===== src/rtl/palette_gradient_engine_macros.svh =====
// Assertion macros for the palette gradient engine.
`ifndef PALETTE_GRADIENT_ENGINE_MACROS_SVH
`define PALETTE_GRADIENT_ENGINE_MACROS_SVH

// Same-cycle implication, checked out of reset.
`define PGE_ASSERT_NOW(label, ante, cons, msg) \
    label: assert property (@(posedge clk) disable iff (!rst_n) (ante) |-> (cons)) \
        else $error(msg);

// Next-cycle implication, checked out of reset.
`define PGE_ASSERT_NEXT(label, ante, cons, msg) \
    label: assert property (@(posedge clk) disable iff (!rst_n) (ante) |=> (cons)) \
        else $error(msg);

`endif


===== src/rtl/pge_pkg.sv =====
// Shared constants, types and helpers of the palette gradient engine.
`default_nettype none

package pge_pkg;

    localparam int ENTRIES   = 256;
    localparam int IDX_W     = $clog2(ENTRIES);
    localparam int IN_IDX_W  = 8;
    localparam int CH_W      = 8;
    localparam int NUM_CH    = 3;
    localparam int COLOR_W   = CH_W * NUM_CH;
    localparam int AMT_W     = 9;
    localparam int DATA_W    = 112;
    localparam int DIV_CNT_W = $clog2(CH_W + 1);

    localparam logic [AMT_W-1:0] AMT_MAX = AMT_W'(256);

    localparam logic [1:0] REQ_FILL  = 2'd0;
    localparam logic [1:0] REQ_GRAD  = 2'd1;
    localparam logic [1:0] REQ_BLEND = 2'd2;
    localparam logic [1:0] REQ_READ  = 2'd3;

    typedef logic [CH_W-1:0]  chan_t;
    typedef logic [IDX_W-1:0] idx_t;
    typedef chan_t [NUM_CH-1:0] chan_vec_t;
    typedef idx_t  [NUM_CH-1:0] idx_vec_t;

    localparam idx_t LAST_IDX = idx_t'(ENTRIES - 1);

    typedef enum logic [3:0] {
        ST_IDLE,
        ST_FILL,
        ST_DIV_START,
        ST_DIV_WAIT,
        ST_GRAD,
        ST_BLEND_RD,
        ST_BLEND,
        ST_READ_RD,
        ST_DONE
    } state_t;

    typedef enum logic [1:0] {
        ALU_PASS,
        ALU_GRAD,
        ALU_BLEND
    } alu_op_t;

    typedef struct packed {
        alu_op_t           op;
        logic [NUM_CH-1:0] neg;
    } alu_ctrl_t;

    typedef struct packed {
        logic busy;
        logic done;
    } div_stat_t;

    // Indices past the palette saturate to the last entry.
    function automatic idx_t clamp_idx(input logic [IN_IDX_W-1:0] v);
        idx_t res;
        if ({1'b0, v} >= (IN_IDX_W + 1)'(ENTRIES))
            res = LAST_IDX;
        else
            res = idx_t'(v);
        return res;
    endfunction

endpackage

`default_nettype wire


===== src/rtl/pge_div.sv =====
// Three-lane restoring divider, one quotient bit per cycle.
`default_nettype none

module pge_div (
    input  wire                 clk,
    input  wire                 rst_n,
    input  wire                 start,
    input  pge_pkg::chan_vec_t  dividend,
    input  pge_pkg::idx_t       divisor,
    output pge_pkg::div_stat_t  stat,
    output pge_pkg::chan_vec_t  quot,
    output pge_pkg::idx_vec_t   rem
);

    logic                          busy_reg, busy_next;
    logic                          done_reg, done_next;
    logic [pge_pkg::DIV_CNT_W-1:0] cnt_reg, cnt_next;
    pge_pkg::chan_vec_t            quo_reg, quo_next;
    pge_pkg::idx_vec_t             rem_reg, rem_next;
    logic [pge_pkg::IDX_W:0]       trial [pge_pkg::NUM_CH];
    logic [pge_pkg::IDX_W:0]       diff  [pge_pkg::NUM_CH];

    always_comb
    begin
        busy_next = busy_reg;
        done_next = 1'b0;
        cnt_next  = cnt_reg;
        quo_next  = quo_reg;
        rem_next  = rem_reg;
        for (int k = 0; k < pge_pkg::NUM_CH; k++)
        begin
            trial[k] = {rem_reg[k], quo_reg[k][pge_pkg::CH_W-1]};
            diff[k]  = trial[k] - {1'b0, divisor};
        end
        if (start)
        begin
            busy_next = 1'b1;
            cnt_next  = pge_pkg::DIV_CNT_W'(pge_pkg::CH_W);
            quo_next  = dividend;
            rem_next  = '0;
        end
        else if (busy_reg)
        begin
            for (int k = 0; k < pge_pkg::NUM_CH; k++)
            begin
                if (trial[k] >= {1'b0, divisor})
                begin
                    rem_next[k] = diff[k][pge_pkg::IDX_W-1:0];
                    quo_next[k] = {quo_reg[k][pge_pkg::CH_W-2:0], 1'b1};
                end
                else
                begin
                    rem_next[k] = trial[k][pge_pkg::IDX_W-1:0];
                    quo_next[k] = {quo_reg[k][pge_pkg::CH_W-2:0], 1'b0};
                end
            end
            cnt_next = cnt_reg - 1'b1;
            if (cnt_reg == pge_pkg::DIV_CNT_W'(1))
            begin
                busy_next = 1'b0;
                done_next = 1'b1;
            end
        end
    end

    always_ff @(posedge clk or negedge rst_n)
    begin
        if (!rst_n)
        begin
            busy_reg <= 1'b0;
            done_reg <= 1'b0;
            cnt_reg  <= '0;
        end
        else
        begin
            busy_reg <= busy_next;
            done_reg <= done_next;
            cnt_reg  <= cnt_next;
        end
    end

    always_ff @(posedge clk)
    begin
        quo_reg <= quo_next;
        rem_reg <= rem_next;
    end

    assign stat.busy = busy_reg;
    assign stat.done = done_reg;
    assign quot      = quo_reg;
    assign rem       = rem_reg;

endmodule

`default_nettype wire


===== config.mk =====
export PLATFORM = sky130hd
export DESIGN_NAME = pge_div
export DESIGN_NICKNAME = d
export VERILOG_FILES = /design/src/rtl/palette_gradient_engine_macros.svh /design/src/rtl/pge_pkg.sv /design/src/rtl/pge_div.sv
export SDC_FILE = /design/constraint.sdc
export NUM_CORES = 1
export LEC_CHECK = 0
export BUFFER_PORTS_ARGS = -buffer_cell sky130_fd_sc_hd__buf_2
export CORE_ASPECT_RATIO = 1.4
export CORE_MARGIN = 1
export CORE_UTILIZATION = 35
export DETAILED_ROUTE_END_ITERATION = 10
export PLACE_DENSITY = 0.6
export SYNTH_ARGS = -nofsm -noshare
export SYNTH_HDL_FRONTEND = slang
export SYNTH_SLANG_ARGS = --single-unit
export TNS_END_PERCENT = 1

===== constraint.sdc =====
create_clock -name clk -period 4.6 [get_ports clk]
set_input_delay 0.23 -clock clk [delete_from_list [all_inputs] [get_ports clk]]
set_output_delay 0.23 -clock clk [all_outputs]
set_load 0.02 [all_outputs]

==> impl_metrics.csv <==
group,metric,value,unit
grt,grt_max_degree,44,
hold_path,hp-class,"in -> reg",
power_and_ir_drop,p_per_area,523.3,nW/um^2
route,antenna_left,0,
clocking,numCtsBuffers,5,
floorplan,rows,43,
synth,synth-seq-area-share,0.3757,
finish,mostFrequentLayoutCell,"buf_2",
route,dr.pass1.iters,4,
sta,hold_violations,0,
critical_path,endpoint_kind,"register",
sta,fin_worst_skew,0.005039,ns
route,vias_per_cell,5.357,
synth,synthFlopType,"edfxtp_1",
flow_run,drv_cap,0,
synth,synth_cell_types,66,
power_and_ir_drop,ir_drop,0.2819,mV
floorplan,die_w,87.68,um
grt,grt_pass1_wl,14710,um
route,post-route-drc-count,0,
sta,rsz0062_at_grt,"false",
critical_path,critPathBufInv,0,
route,wire_per_inst,15.86,um
route,num_vias,3107,
synth,netlist_area,3597,um^2
grt,grt_antenna_before_repair,0,
clocking,post-cts-setup-buffers,0,
sta,relSlewSlack,0.2449,
sta,fin_crit,2.673,ns
critical_path,cpPeakStageDelay,0.89,ns
power_and_ir_drop,p_leak,1.923,nW
finish,fillers,993,
critical_path,cp-start-kind,"register",
clocking,post_cts_resized,0,
finish,antenna_cells,0,
critical_path,reg2reg_from,"rem[17]",
critical_path,slowest_stage,"o21ai_0",
clocking,htree_levels,2,
finish,nets,508,
critical_path,path_cells,"ha_1 > o21ai_0 > a21oi_1 > o21ai_0 > and2_1 > mux2i_1",
clocking,cts.path.max_buffers,2,
sta,worst_slack,1.927,ns
finish,area_growth,18.71,%
synth,yosys_warnings,0,
finish,finalNonFillerCells,580,
critical_path,critPathKind,"reg -> reg",
floorplan,coreArea,9953,um^2
place,dpl.hpwl,6732,um
place,dp_slack,1.732,ns
grt,grt_pass1_vias,3074,
place,place.gp.congestion,0.8488,
route,first_iter_violations,140,
synth,syn-num-nets,437,
clocking,ctsHoldBuffers,1,
floorplan,ios,85,
floorplan,die_h,122.0,um
finish,drive_gt1_frac,0.2809,
finish,layout_common_cells,"84 x buf_2, 39 x nor2_1, 26 x ha_1",
clocking,cts_tree,"yes",
critical_path,path_common_cell,"o21ai_0",
sta,period_share,0.5811,
clocking,clk_pin_slew_worst_paths,0.08,ns
synth,synth_cells,373,
route,routed_wl,9200,um
floorplan,dieArea,10690,um^2
critical_path,critPathRequiredTime,4.62,ns
critical_path,crit_fanout,11,
clocking,clock_latency,0.30,ns
synth,synth-async-reset-ratio,0.1111,
floorplan,start_util,0.3614,
sta,tightest_slew,1.133,ns
synth,synth_edf_count,24,
place,placed_cells,571,
grt,track_usage,0.1775,
critical_path,critPathTopFamily,"compound AO/OA/AOI/OAI gates",
sta,max_freq,374.1,MHz
sta,slew_violations,0,
place,port_buffers,84,
critical_path,crit_arrival,2.69,ns
grt,grt_overflow,0,
critical_path,startpoint,"rem[17]",
clocking,clock_tree.root_cell,"clkbuf_16",
hold_path,min-delay-start,"dividend[19]",
synth,ys_seq_elements,54,
clocking,cts.sinks,54,
sta,setup_viol,0,
synth,synth_area_per_cell,9.644,um^2
run_status,status,"finished, final reports clean",
sta,fin_tns_setup,0,ns
==> cell usage after synthesis (all sizes together) (3+ instances only) <==
| library cell | count | area, um^2 |
|---|---|---|
| buf | 10 | 65.06 |
| a311oi | 7 | 67.56 |
| mux2 | 21 | 236.5 |
| and2 | 5 | 31.28 |
| a211oi | 6 | 50.05 |
| o31ai | 3 | 22.52 |
| xnor2 | 5 | 43.79 |
| nand4 | 4 | 25.02 |
| nand3 | 15 | 75.07 |
| dfxtp | 24 | 480.5 |
| o21ai | 13 | 65.06 |
| or2 | 3 | 18.77 |
| xor2 | 4 | 35.03 |
| clkbuf | 13 | 48.80 |
| nand2 | 20 | 75.07 |
| mux2i | 10 | 100.1 |
| inv | 22 | 82.58 |
| a21o | 3 | 22.52 |
| ha | 26 | 325.3 |
| nand2b | 11 | 68.82 |
| nand4b | 3 | 26.28 |
| a221oi | 3 | 32.53 |
| nor3 | 3 | 15.01 |
| fa | 3 | 60.06 |
| dfrtp | 6 | 150.1 |
| o211ai | 3 | 22.52 |
| o311ai | 3 | 26.28 |
| edfxtp | 24 | 720.7 |
| a21oi | 16 | 80.08 |
| nor2 | 39 | 146.4 |
| nor2b | 7 | 43.79 |
==> worst register-to-register path, cell delays in order, from the launching register on <==
cell,delay [ns]
dfxtp_1,0.40
ha_1,0.30
o21ai_0,0.17
a21oi_1,0.12
o21ai_0,0.89
and2_1,0.41
mux2i_1,0.11
==> cell families after synthesis <==
family | share of synthesized area
simple gates | 0.1729
compound gates | 0.1743
flops | 0.3757
buf+inv | 0.05461
mux | 0.09357
fa+ha+maj | 0.1071
xor+xnor | 0.02191
==> final cells by class <==
type | count | area, um^2 | share of cell area
multi-input combinational | 274 | 2049 | 0.4799
timing repair buffer | 87 | 445.4 | 0.1043
clock inverter | 3 | 47.55 | 0.01113
inverter | 22 | 82.58 | 0.01934
tap | 135 | 168.9 | 0.03955
sequential | 54 | 1351 | 0.3164
clock buffer | 5 | 125.1 | 0.02930
==> report_power, final <==
group          total [mW]  switching (mW)  internal [mW]
clock network       0.445           0.185          0.260
logic                1.03           0.609          0.424
registers           0.757           0.113          0.644
total                2.23           0.906           1.33
==> layer usage <==
metal	global-route usage	wire length, um	vias to the layer above
met5	0	0	-
met3	0.03930	544	16
met4	0.07889	242	0
li1	-	-	1524
met1	0.2174	3946	1464
met2	0.2954	4467	103
==> worst paths after layout <==
kind,end,depth (start not counted),slack (ns)
max,quot[16],6,1.93
min,quot[19],2,0.23
max reg2reg,quot[16],6,1.93
min reg2reg,rem[2],2,0.51
max in group asynchronous,cnt_reg[1],2,4.16
min in group asynchronous,done_reg,2,0.29
==> through the flow <==
stage	hold WS (ns)	util	power [mW]	instance area (um^2)
after floorplan	-0.06559	-	1.529	3597
after global placement	0.06094	0.4107	1.779	4088
after detailed placement	0.06091	0.4107	1.791	4088
after CTS	0.2299	0.4290	2.247	4270
after global routing	0.2268	0.4290	2.386	4270
final	0.2308	0.4290	2.235	4270
Power figures use the tool's default switching activity.
