File: config.mk
export PLATFORM = sky130hd
export DESIGN_NAME = pge_alu
export DESIGN_NICKNAME = d
export VERILOG_FILES = /design/src/rtl/palette_gradient_engine_macros.svh /design/src/rtl/pge_pkg.sv /design/src/rtl/pge_alu.sv
export SDC_FILE = /design/constraint.sdc
export NUM_CORES = 1
export LEC_CHECK = 0
export ABC_AREA = 1
export BUFFER_PORTS_ARGS = -buffer_cell sky130_fd_sc_hd__buf_2
export CAP_MARGIN = 20
export CELL_PAD_IN_SITES_DETAIL_PLACEMENT = 2
export CELL_PAD_IN_SITES_GLOBAL_PLACEMENT = 2
export CORE_ASPECT_RATIO = 1.4
export CORE_UTILIZATION = 36
export DETAILED_ROUTE_END_ITERATION = 12
export GPL_TIMING_DRIVEN = 1
export PLACE_DENSITY = 0.91
export SYNTH_ARGS = -nofsm -noshare
export SYNTH_HDL_FRONTEND = slang
export SYNTH_SLANG_ARGS = --single-unit
File: constraint.sdc
create_clock -name vclk -period 8.71
set_input_delay 0.4355 -clock vclk [all_inputs]
set_output_delay 0.4355 -clock vclk [all_outputs]
set_load 0.01 [all_outputs]
File: src/rtl/palette_gradient_engine_macros.svh
// Assertion macros for the palette gradient engine.
`ifndef PALETTE_GRADIENT_ENGINE_MACROS_SVH
`define PALETTE_GRADIENT_ENGINE_MACROS_SVH

// Same-cycle implication, checked out of reset.
`define PGE_ASSERT_NOW(label, ante, cons, msg) \
    label: assert property (@(posedge clk) disable iff (!rst_n) (ante) |-> (cons)) \
        else $error(msg);

// Next-cycle implication, checked out of reset.
`define PGE_ASSERT_NEXT(label, ante, cons, msg) \
    label: assert property (@(posedge clk) disable iff (!rst_n) (ante) |=> (cons)) \
        else $error(msg);

`endif

File: src/rtl/pge_pkg.sv
// Shared constants, types and helpers of the palette gradient engine.
`default_nettype none

package pge_pkg;

    localparam int ENTRIES   = 256;
    localparam int IDX_W     = $clog2(ENTRIES);
    localparam int IN_IDX_W  = 8;
    localparam int CH_W      = 8;
    localparam int NUM_CH    = 3;
    localparam int COLOR_W   = CH_W * NUM_CH;
    localparam int AMT_W     = 9;
    localparam int DATA_W    = 112;
    localparam int DIV_CNT_W = $clog2(CH_W + 1);

    localparam logic [AMT_W-1:0] AMT_MAX = AMT_W'(256);

    localparam logic [1:0] REQ_FILL  = 2'd0;
    localparam logic [1:0] REQ_GRAD  = 2'd1;
    localparam logic [1:0] REQ_BLEND = 2'd2;
    localparam logic [1:0] REQ_READ  = 2'd3;

    typedef logic [CH_W-1:0]  chan_t;
    typedef logic [IDX_W-1:0] idx_t;
    typedef chan_t [NUM_CH-1:0] chan_vec_t;
    typedef idx_t  [NUM_CH-1:0] idx_vec_t;

    localparam idx_t LAST_IDX = idx_t'(ENTRIES - 1);

    typedef enum logic [3:0] {
        ST_IDLE,
        ST_FILL,
        ST_DIV_START,
        ST_DIV_WAIT,
        ST_GRAD,
        ST_BLEND_RD,
        ST_BLEND,
        ST_READ_RD,
        ST_DONE
    } state_t;

    typedef enum logic [1:0] {
        ALU_PASS,
        ALU_GRAD,
        ALU_BLEND
    } alu_op_t;

    typedef struct packed {
        alu_op_t           op;
        logic [NUM_CH-1:0] neg;
    } alu_ctrl_t;

    typedef struct packed {
        logic busy;
        logic done;
    } div_stat_t;

    // Indices past the palette saturate to the last entry.
    function automatic idx_t clamp_idx(input logic [IN_IDX_W-1:0] v);
        idx_t res;
        if ({1'b0, v} >= (IN_IDX_W + 1)'(ENTRIES))
            res = LAST_IDX;
        else
            res = idx_t'(v);
        return res;
    endfunction

endpackage

`default_nettype wire

File: src/rtl/pge_alu.sv
// Per-entry color arithmetic: pass-through, gradient step and blend.
`default_nettype none

module pge_alu (
    input  pge_pkg::alu_ctrl_t        ctrl,
    input  pge_pkg::chan_vec_t        base,
    input  pge_pkg::chan_vec_t        step_q,
    input  pge_pkg::chan_vec_t        cur,
    input  wire [pge_pkg::AMT_W-1:0]  amount,
    output pge_pkg::chan_vec_t        result
);

    logic signed [pge_pkg::CH_W:0]             diff [pge_pkg::NUM_CH];
    logic signed [pge_pkg::CH_W+pge_pkg::AMT_W+1:0] prod [pge_pkg::NUM_CH];
    logic signed [pge_pkg::AMT_W:0]            amt_s;

    always_comb
    begin
        amt_s = $signed({1'b0, amount});
        for (int k = 0; k < pge_pkg::NUM_CH; k++)
        begin
            // base holds the target color during a blend
            diff[k] = $signed({1'b0, base[k]}) - $signed({1'b0, cur[k]});
            prod[k] = diff[k] * amt_s;
            case (ctrl.op)
                pge_pkg::ALU_GRAD:
                    result[k] = ctrl.neg[k] ? base[k] - step_q[k] : base[k] + step_q[k];
                pge_pkg::ALU_BLEND:
                    // arithmetic shift gives the floor of the product with the Q1.8 amount
                    result[k] = cur[k] + prod[k][pge_pkg::CH_W+7:8];
                default:
                    result[k] = base[k];
            endcase
        end
    end

endmodule

`default_nettype wire

==> qor.txt, run 1 <==
fillcell total - 3612
n_diodes - 0
clock buffers - 0
Worst EP arrival - 7.81 ns
top-count cell post-synth - inv_1
grt total ovfl - 0
dominant cell type by area after synthesis - fa_1
XOR/XNOR Fraction of Synth Area - 0.0483
Hold Slack - 1.27 ns
initial antenna violation count - 1
Layout Cell Area excl Fill - 11900 um2
Post-DP Area - 11800 um2
share of cells above drive strength 1 - 0.118
Seq/Total Area, Yosys - 0
WL final - 42800 um
Register Area - 0 um2
Post-CTS Setup Inserts - 0
Levels on crit path - 38
relative slew slack - 0.422
Worst Hold Class - in2out
FFs & Latches - 0
fin crit period - 8.24 ns
post-synth top area share - 0.287
pin count of the biggest net entering global routing - 49
total track usage - 0.285
largest family of logic cells by synthesized area - adder cells
post-synthesis compound-gate area fraction - 0.103
# setup viols final - 0
IO Port Bufs - 110
fmax - 121 MHz
delay-heaviest family, CP - adder cells
CP Launch Type - primary input
YS warnings - 0
Buffers & Inverters on Critical Path - 9
vias in the first global route - 13100
I/O Pins - 110
critical path endpoint - result[23]
Area Overhead vs Synth - 9.16%
wire length on met1 - 15600 um
slowest library cell on the worst path - fa_1
commonest cells in the netlist - 325 x inv_1, 284 x nand2_1, 201 x nor2_1
fin crit share - 0.947
Yosys cell types - 43
synthesized cell area - 10900 um2
routed vias - 10700
post-detail-place hpwl - 38700 um
Die Wd - 149 um
CP max FO - 8
first-pass GRT wire length - 68700 um
DRC errors left - 0
Synth Area in Adders - 0.493
Core Area - 29400 um2
Die Span Y - 208 um
wire per inst - 21.3 um
uppermost layer routed - met5
Slew Viols, Final - 0
CP endpoint kind - primary output
max_cap viols - 0
Area contributors post-synth - fa_1 29%, ha_1 21%, inv_1 11%
starting density of the core - 0.369
Mapped Avg Cell Area - 7.06 um2
Vias/cell - 5.33
DRT iter0 DRCs - 284
1st-pass router iterations - 4
post-route ant nets - 0
die area - 30900 um2
CP startpoint - base[16]
Placer Congestion - 0.843
number of placement rows - 74
layout net count - 2050
routed length on met3 - 1160 um
multi-input logic area - 9500 um2
mux share of post-synthesis cell area - 0
post-synthesis simple-gate area fraction - 0.227
HP Start - base[3]
met2 WL - 23900 um
worst slew pin tran - 0.861 ns
slowest stage delay, CP - 0.55 ns
Post-Syn Nets - 1961
Final Hold Fails - 0
status - complete, no violations
worst endpoint required time - 8.27 ns
Cells after Synth - 1540
kind of critical path - in2out
==> layer usage <==
layer,track usage,vias to the layer above
met2,0.567,262
met4,0.121,2
li1,-,4912
met5,0,-
met1,0.298,5386
met3,0.0229,136
==> placed cells by master, fill, tap and decap left out, types with 6 or more instances in the layout <==
| cell type | count |
|---|---|
| xnor2_1 | 18 |
| buf_4 | 9 |
| inv_2 | 8 |
| o21ai_0 | 53 |
| nand2_2 | 17 |
| ha_1 | 178 |
| or2_2 | 6 |
| nor2_1 | 201 |
| a21oi_1 | 73 |
| nand3_1 | 38 |
| o21ai_2 | 8 |
| buf_2 | 110 |
| a21o_1 | 8 |
| nand3_2 | 7 |
| a31oi_1 | 25 |
| fa_1 | 156 |
| inv_1 | 325 |
| nand2_1 | 284 |
| xor2_1 | 40 |
==> metrics by stage <==
stage | util | cells | setup slack (ns) | TNS (ns)
after floorplan | - | 1540 | 1.28 | 0
after global placement | 0.402 | 2007 | 0.888 | 0
after detailed placement | 0.402 | 2007 | 0.325 | 0
after CTS | 0.402 | 2007 | 0.309 | 0
after global routing | 0.403 | 2007 | -0.0335 | -0.0335
final | 0.403 | 2007 | 0.466 | 0
==> timing repair <==
item | CTS | global route
endpoints found under the setup margin | 0 | 4
hold buffers | 0 | 0
gates resized for setup | 0 | 6
==> how the worst min path moves through the flow <==
stage / end / slack [ns] / depth (start not counted)
after floorplan: result[10] / 1.02 / 2
after global placement: result[3] / 1.27 / 4
after detailed placement: result[3] / 1.28 / 4
after CTS: result[3] / 1.28 / 4
after global routing: result[2] / 1.31 / 4
final: result[3] / 1.27 / 4
==> area by class of cell <==
class / count / share of cell area
multi-input combinational: 1170 / 0.801
inverter: 338 / 0.107
timing repair buffer: 119 / 0.0521
tap: 380 / 0.0401
==> cell families (layout without fill, tap and decap cells) <==
| group | count (synthesis) | after routing |
|---|---|---|
| compound gates | 192 | 192 |
| simple gates | 583 | 583 |
| xor+xnor | 60 | 60 |
| buf+inv | 370 | 457 |
| fa+ha+maj | 335 | 335 |
Power of run 1 is not shown: default switching activity piles up to over one toggle a cycle in this logic, so the estimate is an artifact.
==> inputs of run 2 (changes only) <==
--- a/config.mk
+++ b/config.mk
@@ -15,6 +15,7 @@
 export DETAILED_ROUTE_END_ITERATION = 12
 export GPL_TIMING_DRIVEN = 1
 export PLACE_DENSITY = 0.91
+export REMOVE_ABC_BUFFERS = 1
 export SYNTH_ARGS = -nofsm -noshare
 export SYNTH_HDL_FRONTEND = slang
 export SYNTH_SLANG_ARGS = --single-unit
==> run 2 against run 1 <==
Compared with the run above: non-clock buffer count grew 6; global-route usage increased by 1.9 points; first-iteration DRC count shrank 20%; routed wire length up 6.5%; cell count grew 0.35%; via count up 2.1%; critical path depth increased by 2; die area unchanged; flip-flop and latch count unchanged; sequential share of layout area stayed put; count of clock-buffer cells in the layout stayed put; cell area grew 0.30%; largest cell class unchanged.
==> qor.txt, run 2 (synthesized netlist as in run 1, its figures left out) <==
status - complete, no violations
starting density of the core - 0.369
layout net count - 2056
wire per inst - 22.6 um
vias in the first global route - 13500
Placer Congestion - 0.838
critical path's most frequent cell - nand2_1
kind of critical path - in2out
Die Wd - 149 um
Area Overhead vs Synth - 9.49%
DRC errors left - 0
commonest non-fill, non-tap cell in the layout - inv_1
CP max FO - 8
grt total ovfl - 0
# setup viols final - 0
IO Port Bufs - 110
WL final - 45500 um
fmax - 120 MHz
Vias/cell - 5.43
Die Span Y - 208 um
DP Cell Count - 2012
share of cells above drive strength 1 - 0.120
Worst EP arrival - 7.87 ns
routed vias - 10900
Final Hold Fails - 0
FFs & Latches - 0
slowest stage delay, CP - 0.56 ns
fin crit period - 8.31 ns
post-route ant nets - 0
max_cap viols - 0
initial antenna violation count - 1
Worst Hold Class - in2out
fin cells - 2014
worst slew pin tran - 0.970 ns
slowest library cell on the worst path - fa_1
1st-pass router iterations - 4
most frequent cells in the layout - 325 x inv_1, 284 x nand2_1, 201 x nor2_1
Setup WS pre-CTS - 0.244 ns
CP endpoint kind - primary output
I/O Pins - 110
number of placement rows - 74
clock buffers - 0
fin crit share - 0.954
delay-heaviest family, CP - adder cells
CP Launch Type - primary input
first-pass GRT wire length - 72000 um
DRT iter0 DRCs - 227
Setup WS post-layout - 0.401 ns
pin count of the biggest net entering global routing - 33
relative slew slack - 0.349
total track usage - 0.304
die area - 30900 um2
Buffers & Inverters on Critical Path - 9
Core Area - 29400 um2
Slew Viols, Final - 0
worst endpoint required time - 8.27 ns
Register Area - 0 um2
post-detail-place hpwl - 40400 um
-- run 2: cell types whose count changed in the layout (fill, tap and decap cells not counted), sizes merged --
| cell | delta |
|---|---|
| buf | +6 |
| diode | +1 |
-- run 2: metal layers --
metal	vias to the layer above	part of all wire	wire length, um	GRT usage
met5	-	0	0	0
met4	0	0.079	3580	0.210
met3	216	0.037	1670	0.0325
met2	351	0.56	25500	0.607
met1	5433	0.32	14800	0.279
li1	4928	-	-	-
-- run 2: area by class of cell --
type / count / area (um2)
Antenna cell: 1 / 2.50
Timing Repair Buffer: 125 / 663
Fill cell: 3621 / 17500
Tap cell: 380 / 475
Inverter: 338 / 1270
Multi-Input combinational cell: 1170 / 9490
-- run 2: per-stage QoR --
stage	util	cell area, um2	hold WS, ns	TNS [ns]
2_1_floorplan	-	10700	1.02	0
3_3_place_gp	0.403	11900	1.25	0
3_5_place_dp	0.403	11900	1.27	0
4_1_cts	0.403	11900	1.27	0
5_1_grt	0.404	11900	1.29	-0.00666
6_report	0.404	11900	1.27	0
-- run 2: final timing paths --
path                         end  cells past startpoint  slack, ns  startpoint
worst max-delay path  result[23]                     40       0.40    base[16]
worst min-delay path  result[23]                      4       1.27    base[23]
-- run 2: worst min-delay path, stage by stage --
cell	delay [ns]
buf_2	0.11
nor2_1	0.06
a21oi_2	0.09
buf_2	0.13
-- run 2: timing repair --
action	in CTS	in global routing
buffers inserted	0	1
endpoints found under the setup margin	0	3
gates resized for setup	0	4
endpoints found under the hold margin	0	0
hold buffers	0	0
Power of run 2 is left out for the same reason.
